<file path="config.mk">
export PLATFORM = sky130hd
export DESIGN_NAME = bad_character_substring_search_flat
export DESIGN_NICKNAME = d
export VERILOG_FILES = /design/src/rtl/bcs_pkg.sv /design/src/rtl/bcs_item_if.sv /design/src/rtl/bcs_result_if.sv /design/src/rtl/bad_character_substring_search.sv /design/src/flat_wrapper.sv
export SDC_FILE = /design/constraint.sdc
export NUM_CORES = 2
export LEC_CHECK = 0
export ABC_AREA = 0
export BUFFER_PORTS_ARGS = -buffer_cell sky130_fd_sc_hd__buf_4
export CAP_MARGIN = 20
export CORE_ASPECT_RATIO = 2
export CORE_MARGIN = 2
export CORE_UTILIZATION = 53
export CTS_CLUSTER_DIAMETER = 30
export DETAILED_ROUTE_END_ITERATION = 16
export GPL_TIMING_DRIVEN = 0
export PLACE_DENSITY = 0.68
export SYNTH_ARGS = -nofsm -noshare
export SYNTH_HDL_FRONTEND = slang
export SYNTH_SLANG_ARGS = --single-unit
export TNS_END_PERCENT = 100
</file>
<file path="constraint.sdc">
create_clock -name clk -period 13.1 [get_ports clk]
set_clock_uncertainty 0.05 [all_clocks]
set_input_delay 2.62 -clock clk [delete_from_list [all_inputs] [get_ports clk]]
set_output_delay 2.62 -clock clk [all_outputs]
set_load 0.01 [all_outputs]
</file>
<file path="src/rtl/bcs_pkg.sv">
// ----------------------------------------------------------------------------
// bcs_pkg
// Types and constants shared by the bad-character substring search block.
// ----------------------------------------------------------------------------
package bcs_pkg;

    // default store depths
    localparam int MAX_PATTERN_DEF = 64;
    localparam int MAX_TEXT_DEF    = 256;

    // byte alphabet and field widths
    localparam int ALPHABET = 256;
    localparam int CHAR_W   = 8;
    localparam int POS_W    = 8;

    // item kind
    typedef enum logic {
        OP_PATTERN = 1'b0,
        OP_TEXT    = 1'b1
    } opcode_t;

    // search sequencer states
    typedef enum logic [2:0] {
        ST_IDLE,
        ST_CHECK,
        ST_READ,
        ST_COMPARE,
        ST_LOOKUP,
        ST_SHIFT,
        ST_FINISH
    } state_t;

endpackage

</file>
<file path="src/rtl/bcs_item_if.sv">
// ----------------------------------------------------------------------------
// bcs_item_if
// Input channel: one pattern or text byte per transfer.
// ----------------------------------------------------------------------------
interface bcs_item_if;

    logic                          valid;
    logic                          ready;
    bcs_pkg::opcode_t              opcode;
    logic [bcs_pkg::CHAR_W-1:0]    char_byte;
    logic                          last_byte;

    modport source (
        output valid,
        output opcode,
        output char_byte,
        output last_byte,
        input  ready
    );

    modport sink (
        input  valid,
        input  opcode,
        input  char_byte,
        input  last_byte,
        output ready
    );

endinterface

</file>
<file path="src/rtl/bcs_result_if.sv">
// ----------------------------------------------------------------------------
// bcs_result_if
// Result channel: one search outcome per transfer.
// ----------------------------------------------------------------------------
interface bcs_result_if;

    logic                          valid;
    logic                          ready;
    logic                          found;
    logic [bcs_pkg::POS_W-1:0]     match_position;
    logic                          overflow;

    modport source (
        output valid,
        output found,
        output match_position,
        output overflow,
        input  ready
    );

    modport sink (
        input  valid,
        input  found,
        input  match_position,
        input  overflow,
        output ready
    );

endinterface

</file>
<file path="src/rtl/bad_character_substring_search.sv">
// ----------------------------------------------------------------------------
// bad_character_substring_search
// Boyer-Moore search with the bad-character shift only. Pattern and text
// bytes are loaded into block memories; the last text byte starts a search
// that walks the stored text and reports the leftmost match.
// ----------------------------------------------------------------------------
//
// channel   dir   payload                              transfer
// item      in    opcode, char_byte, last_byte         valid & ready
// result    out   found, match_position, overflow      valid & ready
//
// bytes load at one per cycle while the sequencer is idle.
// after the last text byte the search checks each alignment, does a
// memory read then a compare for each byte compared, and on a mismatch
// a last-occurrence table read then a shift, and at the end hands the
// result to the output register; the memories are read through registers.
// the occurrence table has one valid flop per byte value, cleared at reset
// and at each new pattern, so there is no clearing pass.
// the output register holds a result until it is taken; loading resumes
// as soon as the result has been moved to it.
// ----------------------------------------------------------------------------
module bad_character_substring_search #(
    parameter int MAX_PATTERN = bcs_pkg::MAX_PATTERN_DEF,
    parameter int MAX_TEXT    = bcs_pkg::MAX_TEXT_DEF
) (
    input  logic                clk,
    input  logic                rst_n,
    bcs_item_if.sink            item,
    bcs_result_if.source        result
);

    // widths
    localparam int PAW = (MAX_PATTERN > 1) ? $clog2(MAX_PATTERN) : 1;
    localparam int PLW = $clog2(MAX_PATTERN + 1);
    localparam int TAW = (MAX_TEXT > 1) ? $clog2(MAX_TEXT) : 1;
    localparam int TLW = $clog2(MAX_TEXT + 1);
    localparam int SW  = ((TLW > PAW + 1) ? TLW : PAW + 1) + 1;

    // memories
    logic [bcs_pkg::CHAR_W-1:0] pat_mem [MAX_PATTERN];
    logic [bcs_pkg::CHAR_W-1:0] txt_mem [MAX_TEXT];
    logic [PAW-1:0]             occ_mem [bcs_pkg::ALPHABET];

    // control registers
    bcs_pkg::state_t            state_reg, state_next;
    logic [PLW-1:0]             pat_len_reg, pat_len_next;
    logic                       pat_over_reg, pat_over_next;
    logic                       pat_open_reg, pat_open_next;
    logic [TLW-1:0]             txt_len_reg, txt_len_next;
    logic                       txt_over_reg, txt_over_next;
    logic                       txt_open_reg, txt_open_next;
    logic [bcs_pkg::ALPHABET-1:0] occ_valid_reg, occ_valid_next;
    logic [TLW-1:0]             s_reg, s_next;
    logic [PAW-1:0]             j_reg, j_next;
    logic                       out_valid_reg, out_valid_next;

    // result and read data registers
    logic                       res_found_reg, res_found_next;
    logic [bcs_pkg::POS_W-1:0]  res_pos_reg, res_pos_next;
    logic                       res_ovf_reg, res_ovf_next;
    logic                       out_found_reg, out_found_next;
    logic [bcs_pkg::POS_W-1:0]  out_pos_reg, out_pos_next;
    logic                       out_ovf_reg, out_ovf_next;
    logic [bcs_pkg::CHAR_W-1:0] pat_rdata_reg;
    logic [bcs_pkg::CHAR_W-1:0] txt_rdata_reg;
    logic [PAW-1:0]             occ_rdata_reg;
    logic                       occ_hit_reg;

    // combinational helpers
    logic                       item_xfer;
    logic                       is_text;
    logic [PLW-1:0]             pat_base;
    logic [TLW-1:0]             txt_base;
    logic                       pat_we;
    logic                       txt_we;
    logic [TAW-1:0]             txt_raddr;
    logic                       fits;
    logic                       chars_eq;
    logic                       out_free;
    logic [PAW:0]               shift;
    logic [SW-1:0]              s_sum;

    assign item_xfer = item.valid && item.ready;
    assign is_text   = (item.opcode == bcs_pkg::OP_TEXT);
    assign pat_base  = pat_open_reg ? pat_len_reg : '0;
    assign txt_base  = txt_open_reg ? txt_len_reg : '0;
    assign pat_we    = item_xfer && !is_text && (32'(pat_base) < MAX_PATTERN);
    assign txt_we    = item_xfer && is_text && (32'(txt_base) < MAX_TEXT);
    assign txt_raddr = TAW'(SW'(s_reg) + SW'(j_reg));
    assign fits      = (SW'(s_reg) + SW'(pat_len_reg)) <= SW'(txt_len_reg);
    assign chars_eq  = (pat_rdata_reg == txt_rdata_reg);
    assign out_free  = !out_valid_reg || result.ready;

    // bad-character shift, at least one
    always_comb
    begin
        if (occ_hit_reg && (occ_rdata_reg < j_reg))
            shift = (PAW + 1)'(j_reg - occ_rdata_reg);
        else if (occ_hit_reg)
            shift = (PAW + 1)'(1);
        else
            shift = (PAW + 1)'(j_reg) + (PAW + 1)'(1);
    end
    assign s_sum = SW'(s_reg) + SW'(shift);

    // memory writes and registered reads
    always_ff @(posedge clk)
    begin
        if (pat_we)
        begin
            pat_mem[pat_base[PAW-1:0]] <= item.char_byte;
            occ_mem[item.char_byte]    <= PAW'(pat_base);
        end
        if (txt_we)
            txt_mem[txt_base[TAW-1:0]] <= item.char_byte;
        pat_rdata_reg <= pat_mem[j_reg];
        txt_rdata_reg <= txt_mem[txt_raddr];
        occ_rdata_reg <= occ_mem[txt_rdata_reg];
        occ_hit_reg   <= occ_valid_reg[txt_rdata_reg];
    end

    // next state
    always_comb
    begin
        state_next = state_reg;
        unique case (state_reg)
            bcs_pkg::ST_IDLE:
            begin
                if (item_xfer && is_text && item.last_byte)
                    state_next = bcs_pkg::ST_CHECK;
            end
            bcs_pkg::ST_CHECK:
            begin
                if (txt_over_reg || pat_over_reg || !fits || (pat_len_reg == '0))
                    state_next = bcs_pkg::ST_FINISH;
                else
                    state_next = bcs_pkg::ST_READ;
            end
            bcs_pkg::ST_READ:
                state_next = bcs_pkg::ST_COMPARE;
            bcs_pkg::ST_COMPARE:
            begin
                if (!chars_eq)
                    state_next = bcs_pkg::ST_LOOKUP;
                else if (j_reg == '0)
                    state_next = bcs_pkg::ST_FINISH;
                else
                    state_next = bcs_pkg::ST_READ;
            end
            bcs_pkg::ST_LOOKUP:
                state_next = bcs_pkg::ST_SHIFT;
            bcs_pkg::ST_SHIFT:
                state_next = bcs_pkg::ST_CHECK;
            bcs_pkg::ST_FINISH:
            begin
                if (out_free)
                    state_next = bcs_pkg::ST_IDLE;
            end
            default:
                state_next = bcs_pkg::ST_IDLE;
        endcase
    end

    // datapath and outputs
    always_comb
    begin
        pat_len_next   = pat_len_reg;
        pat_over_next  = pat_over_reg;
        pat_open_next  = pat_open_reg;
        txt_len_next   = txt_len_reg;
        txt_over_next  = txt_over_reg;
        txt_open_next  = txt_open_reg;
        occ_valid_next = occ_valid_reg;
        s_next         = s_reg;
        j_next         = j_reg;
        res_found_next = res_found_reg;
        res_pos_next   = res_pos_reg;
        res_ovf_next   = res_ovf_reg;
        out_valid_next = out_valid_reg;
        out_found_next = out_found_reg;
        out_pos_next   = out_pos_reg;
        out_ovf_next   = out_ovf_reg;

        if (result.valid && result.ready)
            out_valid_next = 1'b0;

        unique case (state_reg)
            bcs_pkg::ST_IDLE:
            begin
                // pattern byte transfer
                if (item_xfer && !is_text)
                begin
                    txt_open_next = 1'b0;
                    if (!pat_open_reg)
                    begin
                        pat_over_next  = 1'b0;
                        occ_valid_next = '0;
                    end
                    if (pat_we)
                    begin
                        pat_len_next = pat_base + PLW'(1);
                        occ_valid_next[item.char_byte] = 1'b1;
                    end
                    else
                    begin
                        pat_len_next  = pat_base;
                        pat_over_next = 1'b1;
                    end
                    pat_open_next = !item.last_byte;
                end
                // text byte transfer
                if (item_xfer && is_text)
                begin
                    pat_open_next = 1'b0;
                    if (!txt_open_reg)
                        txt_over_next = 1'b0;
                    if (txt_we)
                        txt_len_next = txt_base + TLW'(1);
                    else
                    begin
                        txt_len_next  = txt_base;
                        txt_over_next = 1'b1;
                    end
                    txt_open_next = !item.last_byte;
                    s_next        = '0;
                end
            end
            bcs_pkg::ST_CHECK:
            begin
                res_found_next = 1'b0;
                res_pos_next   = '0;
                res_ovf_next   = txt_over_reg || pat_over_reg;
                if (!(txt_over_reg || pat_over_reg) && fits && (pat_len_reg == '0))
                begin
                    res_found_next = 1'b1;
                    res_pos_next   = bcs_pkg::POS_W'(s_reg);
                end
                j_next = PAW'(pat_len_reg - PLW'(1));
            end
            bcs_pkg::ST_COMPARE:
            begin
                if (chars_eq && (j_reg == '0))
                begin
                    res_found_next = 1'b1;
                    res_pos_next   = bcs_pkg::POS_W'(s_reg);
                end
                else if (chars_eq)
                    j_next = j_reg - PAW'(1);
            end
            bcs_pkg::ST_SHIFT:
                s_next = TLW'(s_sum);
            bcs_pkg::ST_FINISH:
            begin
                if (out_free)
                begin
                    out_valid_next = 1'b1;
                    out_found_next = res_found_reg;
                    out_pos_next   = res_pos_reg;
                    out_ovf_next   = res_ovf_reg;
                end
            end
            default:
            begin
                s_next = s_reg;
            end
        endcase
    end

    assign item.ready            = (state_reg == bcs_pkg::ST_IDLE);
    assign result.valid          = out_valid_reg;
    assign result.found          = out_found_reg;
    assign result.match_position = out_pos_reg;
    assign result.overflow       = out_ovf_reg;

    // control registers
    always_ff @(posedge clk or negedge rst_n)
    begin
        if (!rst_n)
        begin
            state_reg     <= bcs_pkg::ST_IDLE;
            pat_len_reg   <= '0;
            pat_over_reg  <= 1'b0;
            pat_open_reg  <= 1'b0;
            txt_len_reg   <= '0;
            txt_over_reg  <= 1'b0;
            txt_open_reg  <= 1'b0;
            occ_valid_reg <= '0;
            s_reg         <= '0;
            j_reg         <= '0;
            out_valid_reg <= 1'b0;
        end
        else
        begin
            state_reg     <= state_next;
            pat_len_reg   <= pat_len_next;
            pat_over_reg  <= pat_over_next;
            pat_open_reg  <= pat_open_next;
            txt_len_reg   <= txt_len_next;
            txt_over_reg  <= txt_over_next;
            txt_open_reg  <= txt_open_next;
            occ_valid_reg <= occ_valid_next;
            s_reg         <= s_next;
            j_reg         <= j_next;
            out_valid_reg <= out_valid_next;
        end
    end

    // result payload registers
    always_ff @(posedge clk)
    begin
        res_found_reg <= res_found_next;
        res_pos_reg   <= res_pos_next;
        res_ovf_reg   <= res_ovf_next;
        out_found_reg <= out_found_next;
        out_pos_reg   <= out_pos_next;
        out_ovf_reg   <= out_ovf_next;
    end

endmodule
</file>
<file path="src/flat_wrapper.sv">
// flat-port wrapper written by rule: the top's interface ports become plain ports
module bad_character_substring_search_flat 
#(
    parameter int MAX_PATTERN = bcs_pkg::MAX_PATTERN_DEF,
    parameter int MAX_TEXT    = bcs_pkg::MAX_TEXT_DEF
)
  (clk, rst_n, item_valid, item_opcode, item_char_byte, item_last_byte, item_ready, result_valid, result_found, result_match_position, result_overflow, result_ready);
  bcs_item_if item_i ();
  bcs_result_if result_i ();
  input  logic clk;
  input  logic rst_n;
  input wire logic [$bits(item_i.valid)-1:0] item_valid;
  input wire logic [$bits(item_i.opcode)-1:0] item_opcode;
  input wire logic [$bits(item_i.char_byte)-1:0] item_char_byte;
  input wire logic [$bits(item_i.last_byte)-1:0] item_last_byte;
  output wire logic [$bits(item_i.ready)-1:0] item_ready;
  output wire logic [$bits(result_i.valid)-1:0] result_valid;
  output wire logic [$bits(result_i.found)-1:0] result_found;
  output wire logic [$bits(result_i.match_position)-1:0] result_match_position;
  output wire logic [$bits(result_i.overflow)-1:0] result_overflow;
  input wire logic [$bits(result_i.ready)-1:0] result_ready;
  assign item_i.valid = item_valid;
  assign item_i.opcode = item_opcode;
  assign item_i.char_byte = item_char_byte;
  assign item_i.last_byte = item_last_byte;
  assign item_ready = item_i.ready;
  assign result_valid = result_i.valid;
  assign result_found = result_i.found;
  assign result_match_position = result_i.match_position;
  assign result_overflow = result_i.overflow;
  assign result_i.ready = result_ready;
  bad_character_substring_search #(.MAX_PATTERN(MAX_PATTERN), .MAX_TEXT(MAX_TEXT)) u_core (.clk(clk), .rst_n(rst_n), .item(item_i), .result(result_i));
endmodule
</file>
Word level (Yosys, flattened, before mapping)
Memories as Yosys holds them, arrays and structs flattened. A register that Yosys moved wholly into a read port is not among the register bits.
Index checks and enable logic that the tools add are counted.
{"block": "totals", "ff_bits": 316, "latch_bits": 0, "mem_bits_rw": 4096, "mem_bits_ro": 0, "out_inout_bits": 12, "word_cells": 136, "n_memories": 3}
{"block": "op_classes", "addsub": 9, "multipliers": 0, "div_mod_pow": 0, "n_lt_le_gt_ge": 7, "eq_ne": 15, "shifts": 0, "muxes": 46, "bitwise": 1, "reduce_logical": 37}
{"name": "u_core.txt_mem", "depth": 256, "word_bits": 8, "rd": 1, "rd_ports_with_merged_regs": 1, "wr": 1, "line": "bad_character_substring_search.sv:41", "text": "logic [bcs_pkg::CHAR_W-1:0] txt_mem [MAX_TEXT];"}
{"name": "u_core.occ_mem", "depth": 256, "word_bits": 6, "rd": 1, "rd_ports_with_merged_regs": 1, "wr": 1, "line": "bad_character_substring_search.sv:42", "text": "logic [PAW-1:0] occ_mem [bcs_pkg::ALPHABET];"}
{"name": "u_core.pat_mem", "depth": 64, "word_bits": 8, "rd": 1, "rd_ports_with_merged_regs": 1, "wr": 1, "line": "bad_character_substring_search.sv:40", "text": "logic [bcs_pkg::CHAR_W-1:0] pat_mem [MAX_PATTERN];"}
{"op": "$mux 256", "n": 4}
{"op": "$or 256x256->256", "n": 1}
{"op": "$mux 7", "n": 4}
{"op": "$mux 9", "n": 3}
{"op": "$pmux 3 s7", "n": 1}
{"op": "$mux 1", "n": 19}
{"op": "$lt 8x9->1 const B", "n": 2}
{"op": "$pmux 9 s2", "n": 1}
{"op": "$mux 8", "n": 2}
{"op": "$pmux 8 s2", "n": 1}
{"op": "$mux 3", "n": 5}
{"op": "$reduce_and 2->1", "n": 7}
{"op": "$logic_and 1x1->1", "n": 12}
{"op": "$mux 6", "n": 2}
{"op": "$pmux 6 s2", "n": 1}
{"op": "$sub 6x1->6 const B", "n": 2}
{"op": "$add 9x7->10", "n": 1}
{"op": "$le 10x9->1", "n": 1}
{"op": "$ne 2x2->1 const B", "n": 5}
{"op": "$add 9x1->9 const B", "n": 1}
{"op": "$add 9x7->9", "n": 1}
{"op": "$eq 3x3->1 const B", "n": 3}
{"op": "$lt 9x9->1 const B", "n": 1}
{"op": "$reduce_and 3->1", "n": 3}
{"op": "20 further kinds", "n": 32}

Logic depth before layout (Yosys ltp)
{"block": "depth", "ltp_word": 7, "mapped_depth": 24, "ltp_nobuf": 20}

Least setup slack after synthesis
No wires, ideal clock.
{"block": "synth_timing", "path_kind": "register to register", "from": "register u_core.pat_open_reg", "to": "memory u_core.pat_mem[63][0] (netlist bit) (enable)", "t_arrival_ns": 6.078, "required_time_ns": 12.675, "slack_ns": 6.597, "path_stages_with_launch": 5, "path_buffers": 1, "synth_period_minus_slack_ns": 6.503, "path_cell_list": "dfrtp_1 -> and2_1 -> clkbuf_1 -> nand3_1 -> nor2_1"}
{"block": "synth_between", "elab_chain_cells": 5}
{"item": "start: declaration", "line": "bad_character_substring_search.sv:48", "text": "logic pat_open_reg, pat_open_next;"}
{"item": "start signal: assignment", "line": "bad_character_substring_search.sv:297", "text": "pat_open_reg <= pat_open_next;"}
{"item": "$mux 7 (*)", "line": "bad_character_substring_search.sv:85", "text": "assign pat_base = pat_open_reg ? pat_len_reg : '0;"}
{"item": "via u_core.pat_base[4]", "line": "bad_character_substring_search.sv:72", "text": "logic [PLW-1:0] pat_base;"}
{"item": "$lt 7x7->1", "line": "bad_character_substring_search.sv:87", "text": "assign pat_we = item_xfer && !is_text && (32'(pat_base) < MAX_PATTERN);"}
{"item": "$logic_and 1x1->1", "line": "bad_character_substring_search.sv:87"}
{"item": "$mux 1", "line": "bad_character_substring_search.sv:109", "text": "if (pat_we)"}
{"item": "$mux 1 (implied by the code)", "line": "bad_character_substring_search.sv:111", "text": "pat_mem[pat_base[PAW-1:0]] <= item.char_byte;"}
{"item": "end: declaration", "line": "bad_character_substring_search.sv:40"}
Mark *: on every way through the listed nets, which the timed path passes. The rest lies on a longest branch.

Worst setup path after layout
{"block": "layout_timing", "from": "input port item_opcode", "to": "memory u_core.occ_mem[71][1] (netlist bit) (enable)"}
{"block": "layout_between", "elab_chain_cells": 5}
{"item": "start: declaration", "line": "flat_wrapper.sv:13", "text": "input wire logic [$bits(item_i.opcode)-1:0] item_opcode;"}
{"item": "$logic_not 1->1", "line": "bad_character_substring_search.sv:87"}
{"item": "$logic_and 1x1->1 (2 in series)", "line": "bad_character_substring_search.sv:87"}
{"item": "$mux 1", "line": "bad_character_substring_search.sv:109"}
{"item": "$mux 1 (implied by the code)", "line": "bad_character_substring_search.sv:112", "text": "occ_mem[item.char_byte] <= PAW'(pat_base);"}
{"item": "end: declaration", "line": "bad_character_substring_search.sv:42"}
Every way passes these cells.

==> impl_metrics.json <==
{
  "status": "completed",
  "clockPowerShare_pct": 28.7,
  "p_switching_mw": 18.3,
  "final_nets": 9101,
  "relSlewSlack_pct": 11.4,
  "drtPass1Iterations": 6,
  "finalInstanceArea_sq_um": 198000,
  "wirelength_um": 523000,
  "wl_met3_um": 36900,
  "synth_mux_area_share_pct": 16.5,
  "grt_pass1_vias": 93200,
  "max_cap_viol_count": 0,
  "max_freq_ghz": 0.150,
  "drc": 0,
  "synth_common_cells": "4116 x edfxtp_1, 1270 x mux4_2, 658 x nor2_1, 503 x nand2_1, 295 x dfrtp_1",
  "die_width_um": 409,
  "rows": 297,
  "p_seq_share_pct": 32.7,
  "cts_htree_levels": 5,
  "place_congestion": 1.03,
  "synth_cells": 8445,
  "seq_area_frac_synth_pct": 75.5,
  "clkTransAtPathRegs_ps": 60,
  "cts_buffers": 473,
  "power_frac_comb_pct": 38.6,
  "synth_area_leaders": "edfxtp_1 71%, mux4_2 16%, dfrtp_1 4.2%",
  "hp-start": "u_core.res_pos_reg[6]$_DFFE_PP_",
  "power_density_nw_per_um2": 244,
  "sw_frac_of_total_pct": 37.9,
  "required_ps": 13650,
  "clock_sink_count": 4434,
  "vias_per_cell": 6.50,
  "grt_pass1_wl_um": 721000,
  "portBuffers": 25,
  "final_core_util_pct": 60.6,
  "final.period_utilization_pct": 50.8,
  "cts_root_buf": "clkbuf_16",
  "ir_drop_mv": 0.174,
  "rsz0062_at_grt": "false",
  "hold_class": "flop to flop",
  "track_usage_pct": 31.4,
  "io_pins": 26,
  "critPathCaptureType": "flop",
  "cts_hold_buf": 0,
  "startpoint": "item_opcode",
  "initial_core_util_pct": 53.2,
  "synth-seq-cells": 4434,
  "cp_max_fo": 10,
  "grt_max_degree": 173,
  "cts_setup_buffers": 0,
  "worst-r2r-setup-slack_ps": 6690,
  "vias": 89800,
  "antenna_found_initial": 28,
  "synth.largest_area_cell": "edfxtp_1",
  "clock_latency_ps": 1010,
  "top_layer": "met5",
  "ys_warn_count": 0,
  "async_reset_ff_share_pct": 6.65,
  "worstMarginPinSlew_ps": 1330,
  "dp_hpwl_um": 367000,
  "synth.top_cell.area_share_pct": 71.0,
  "cts_tree": "yes",
  "routedWlPerCell_um": 37.8,
  "yosysMostFrequentCell": "edfxtp_1",
  "largest_reg_flops": 2048,
  "synth-xor-area-share_pct": 0.186,
  "syn-num-nets": 8506,
  "critPathArrivalTime_ps": 7200,
  "antenna_left": 0,
  "synth_area_per_cell_sq_um": 20.6,
  "drtIter0Drc": 10300,
  "die_area_sq_um": 333000,
  "cp-start-kind": "input pin",
  "place_area_sq_um": 182000,
  "core_area_sq_um": 327000,
  "synth_fa_ha_area_share_pct": 0.355,
  "synthSimpleGateAreaFrac_pct": 3.68,
  "m1WireLength_um": 154000,
  "grt-ovfl-total": 0,
  "setup_tns_ps": 0,
  "fin_crit_ps": 6650,
  "finalHoldViolations": 0,
  "synth_cell_types": 70,
  "die_y_um": 815,
  "finalSetupViolCount": 0,
  "drive_above_1_share_pct": 25.9,
  "r2r-start": "u_core.j_reg[0]$_DFFE_PN0P_",
  "clk_path_buf_depth": 4,
  "leakage_nw": 63.4,
  "ys.flop_type": "edfxtp_1",
  "synth_compound_area_share_pct": 2.41,
  "synth-edff-count": 4116,
  "path_class": "input pin to flop",
  "met2_length_um": 272000,
  "final_max_slew_viol_count": 0,
  "internal-power_mw": 30.0,
  "syn-cell-area_sq_um": 174000,
  "cts_resized": 0,
  "synth_top_family_by_area": "multiplexers",
  "areaGrowthSynthToFinish_pct": 13.8
}
-- metrics by stage --
| step | power (mW) | cells | setup slack, ps | hold slack (ps) |
|---|---|---|---|---|
| after floorplan | 26.0 | 8445 | 6600 | 350 |
| after global placement | 33.8 | 12800 | 312 | 355 |
| after detailed placement | 34.2 | 12900 | 5520 | 362 |
| after CTS | 47.9 | 13800 | 6530 | 379 |
| after global routing | 49.1 | 13800 | 6400 | 380 |
| final | 48.4 | 13800 | 6450 | 376 |
-- power groups by stage --
stage,registers [mW],logic (mW),clock network [mW]
global route,15.8,18.8,14.5
CTS,15.8,18.1,14.0
finish,15.8,18.6,13.9
floorplan,16.1,9.95,0
global placement,16.2,17.6,0
detailed placement,16.1,18.1,0
-- cell families (layout without fill, tap and decap cells) --
kind of cell / Yosys count / in the layout
flops: 4434 / 4434
xor+xnor: 37 / 37
fa+ha+maj: 47 / 47
simple gates: 1509 / 1509
buf+inv: 547 / 1554
other cells: 0 / 21
compound gates: 588 / 588
mux: 1283 / 1283
-- final cells by class --
class / instances / area, sq um
Antenna cell: 21 / 52.6
Buffer: 506 / 2290
Clock buffer: 538 / 12400
Clock inverter: 349 / 3940
Fill cell: 23000 / 129000
Inverter: 41 / 169
Multi-Input combinational cell: 3464 / 40300
Sequential cell: 4434 / 131000
Tap cell: 4335 / 5420
Timing Repair Buffer: 120 / 2070
-- per-layer routing --
layer,GRT usage [%],vias up
li1,-,35900
met1,31.8,47100
met2,54.6,5044
met3,5.50,1674
met4,29.0,20
met5,0,-
-- worst paths after layout --
check / end / cells past startpoint
max in group asynchronous: u_core.occ_valid_reg[165]$_DFFE_PN0P_ / 3
setup reg to reg: u_core.txt_rdata_reg[5]$_DFF_P_ / 12
hold reg to reg: u_core.result.match_position[6]$_DFFE_PP_ / 0
hold / removal: u_core.result.match_position[6]$_DFFE_PP_ / 0
setup / recovery: u_core.occ_mem[71][1]$_DFFE_PP_ / 8
min in group asynchronous: u_core.occ_valid_reg[16]$_DFFE_PN0P_ / 1
-- cell usage in the layout, fill, tap and decap left out, types with 42 or more instances in the layout --
cell type,instances
dfrtp_1,295
nor2_1,658
and3_1,75
o21ai_0,45
edfxtp_1,4116
inv_6,70
buf_2,130
ha_1,43
buf_4,65
nand2_1,503
clkinvlp_4,52
bufinv_16,49
buf_8,42
a21o_1,267
a21oi_1,73
mux4_2,1270
buf_1,46
clkbuf_16,482
clkinv_4,50
clkinv_2,49
nand3_1,136
clkbuf_1,296
-- worst max-delay path, stage by stage --
cell and delay, ps:
buf_4 120, inv_1 80, nand3_1 270, a21oi_1 930, clkbuf_1 820, nand2b_1 730, clkbuf_2 750, nor2_1 850
Power figures use the tool's default switching activity.
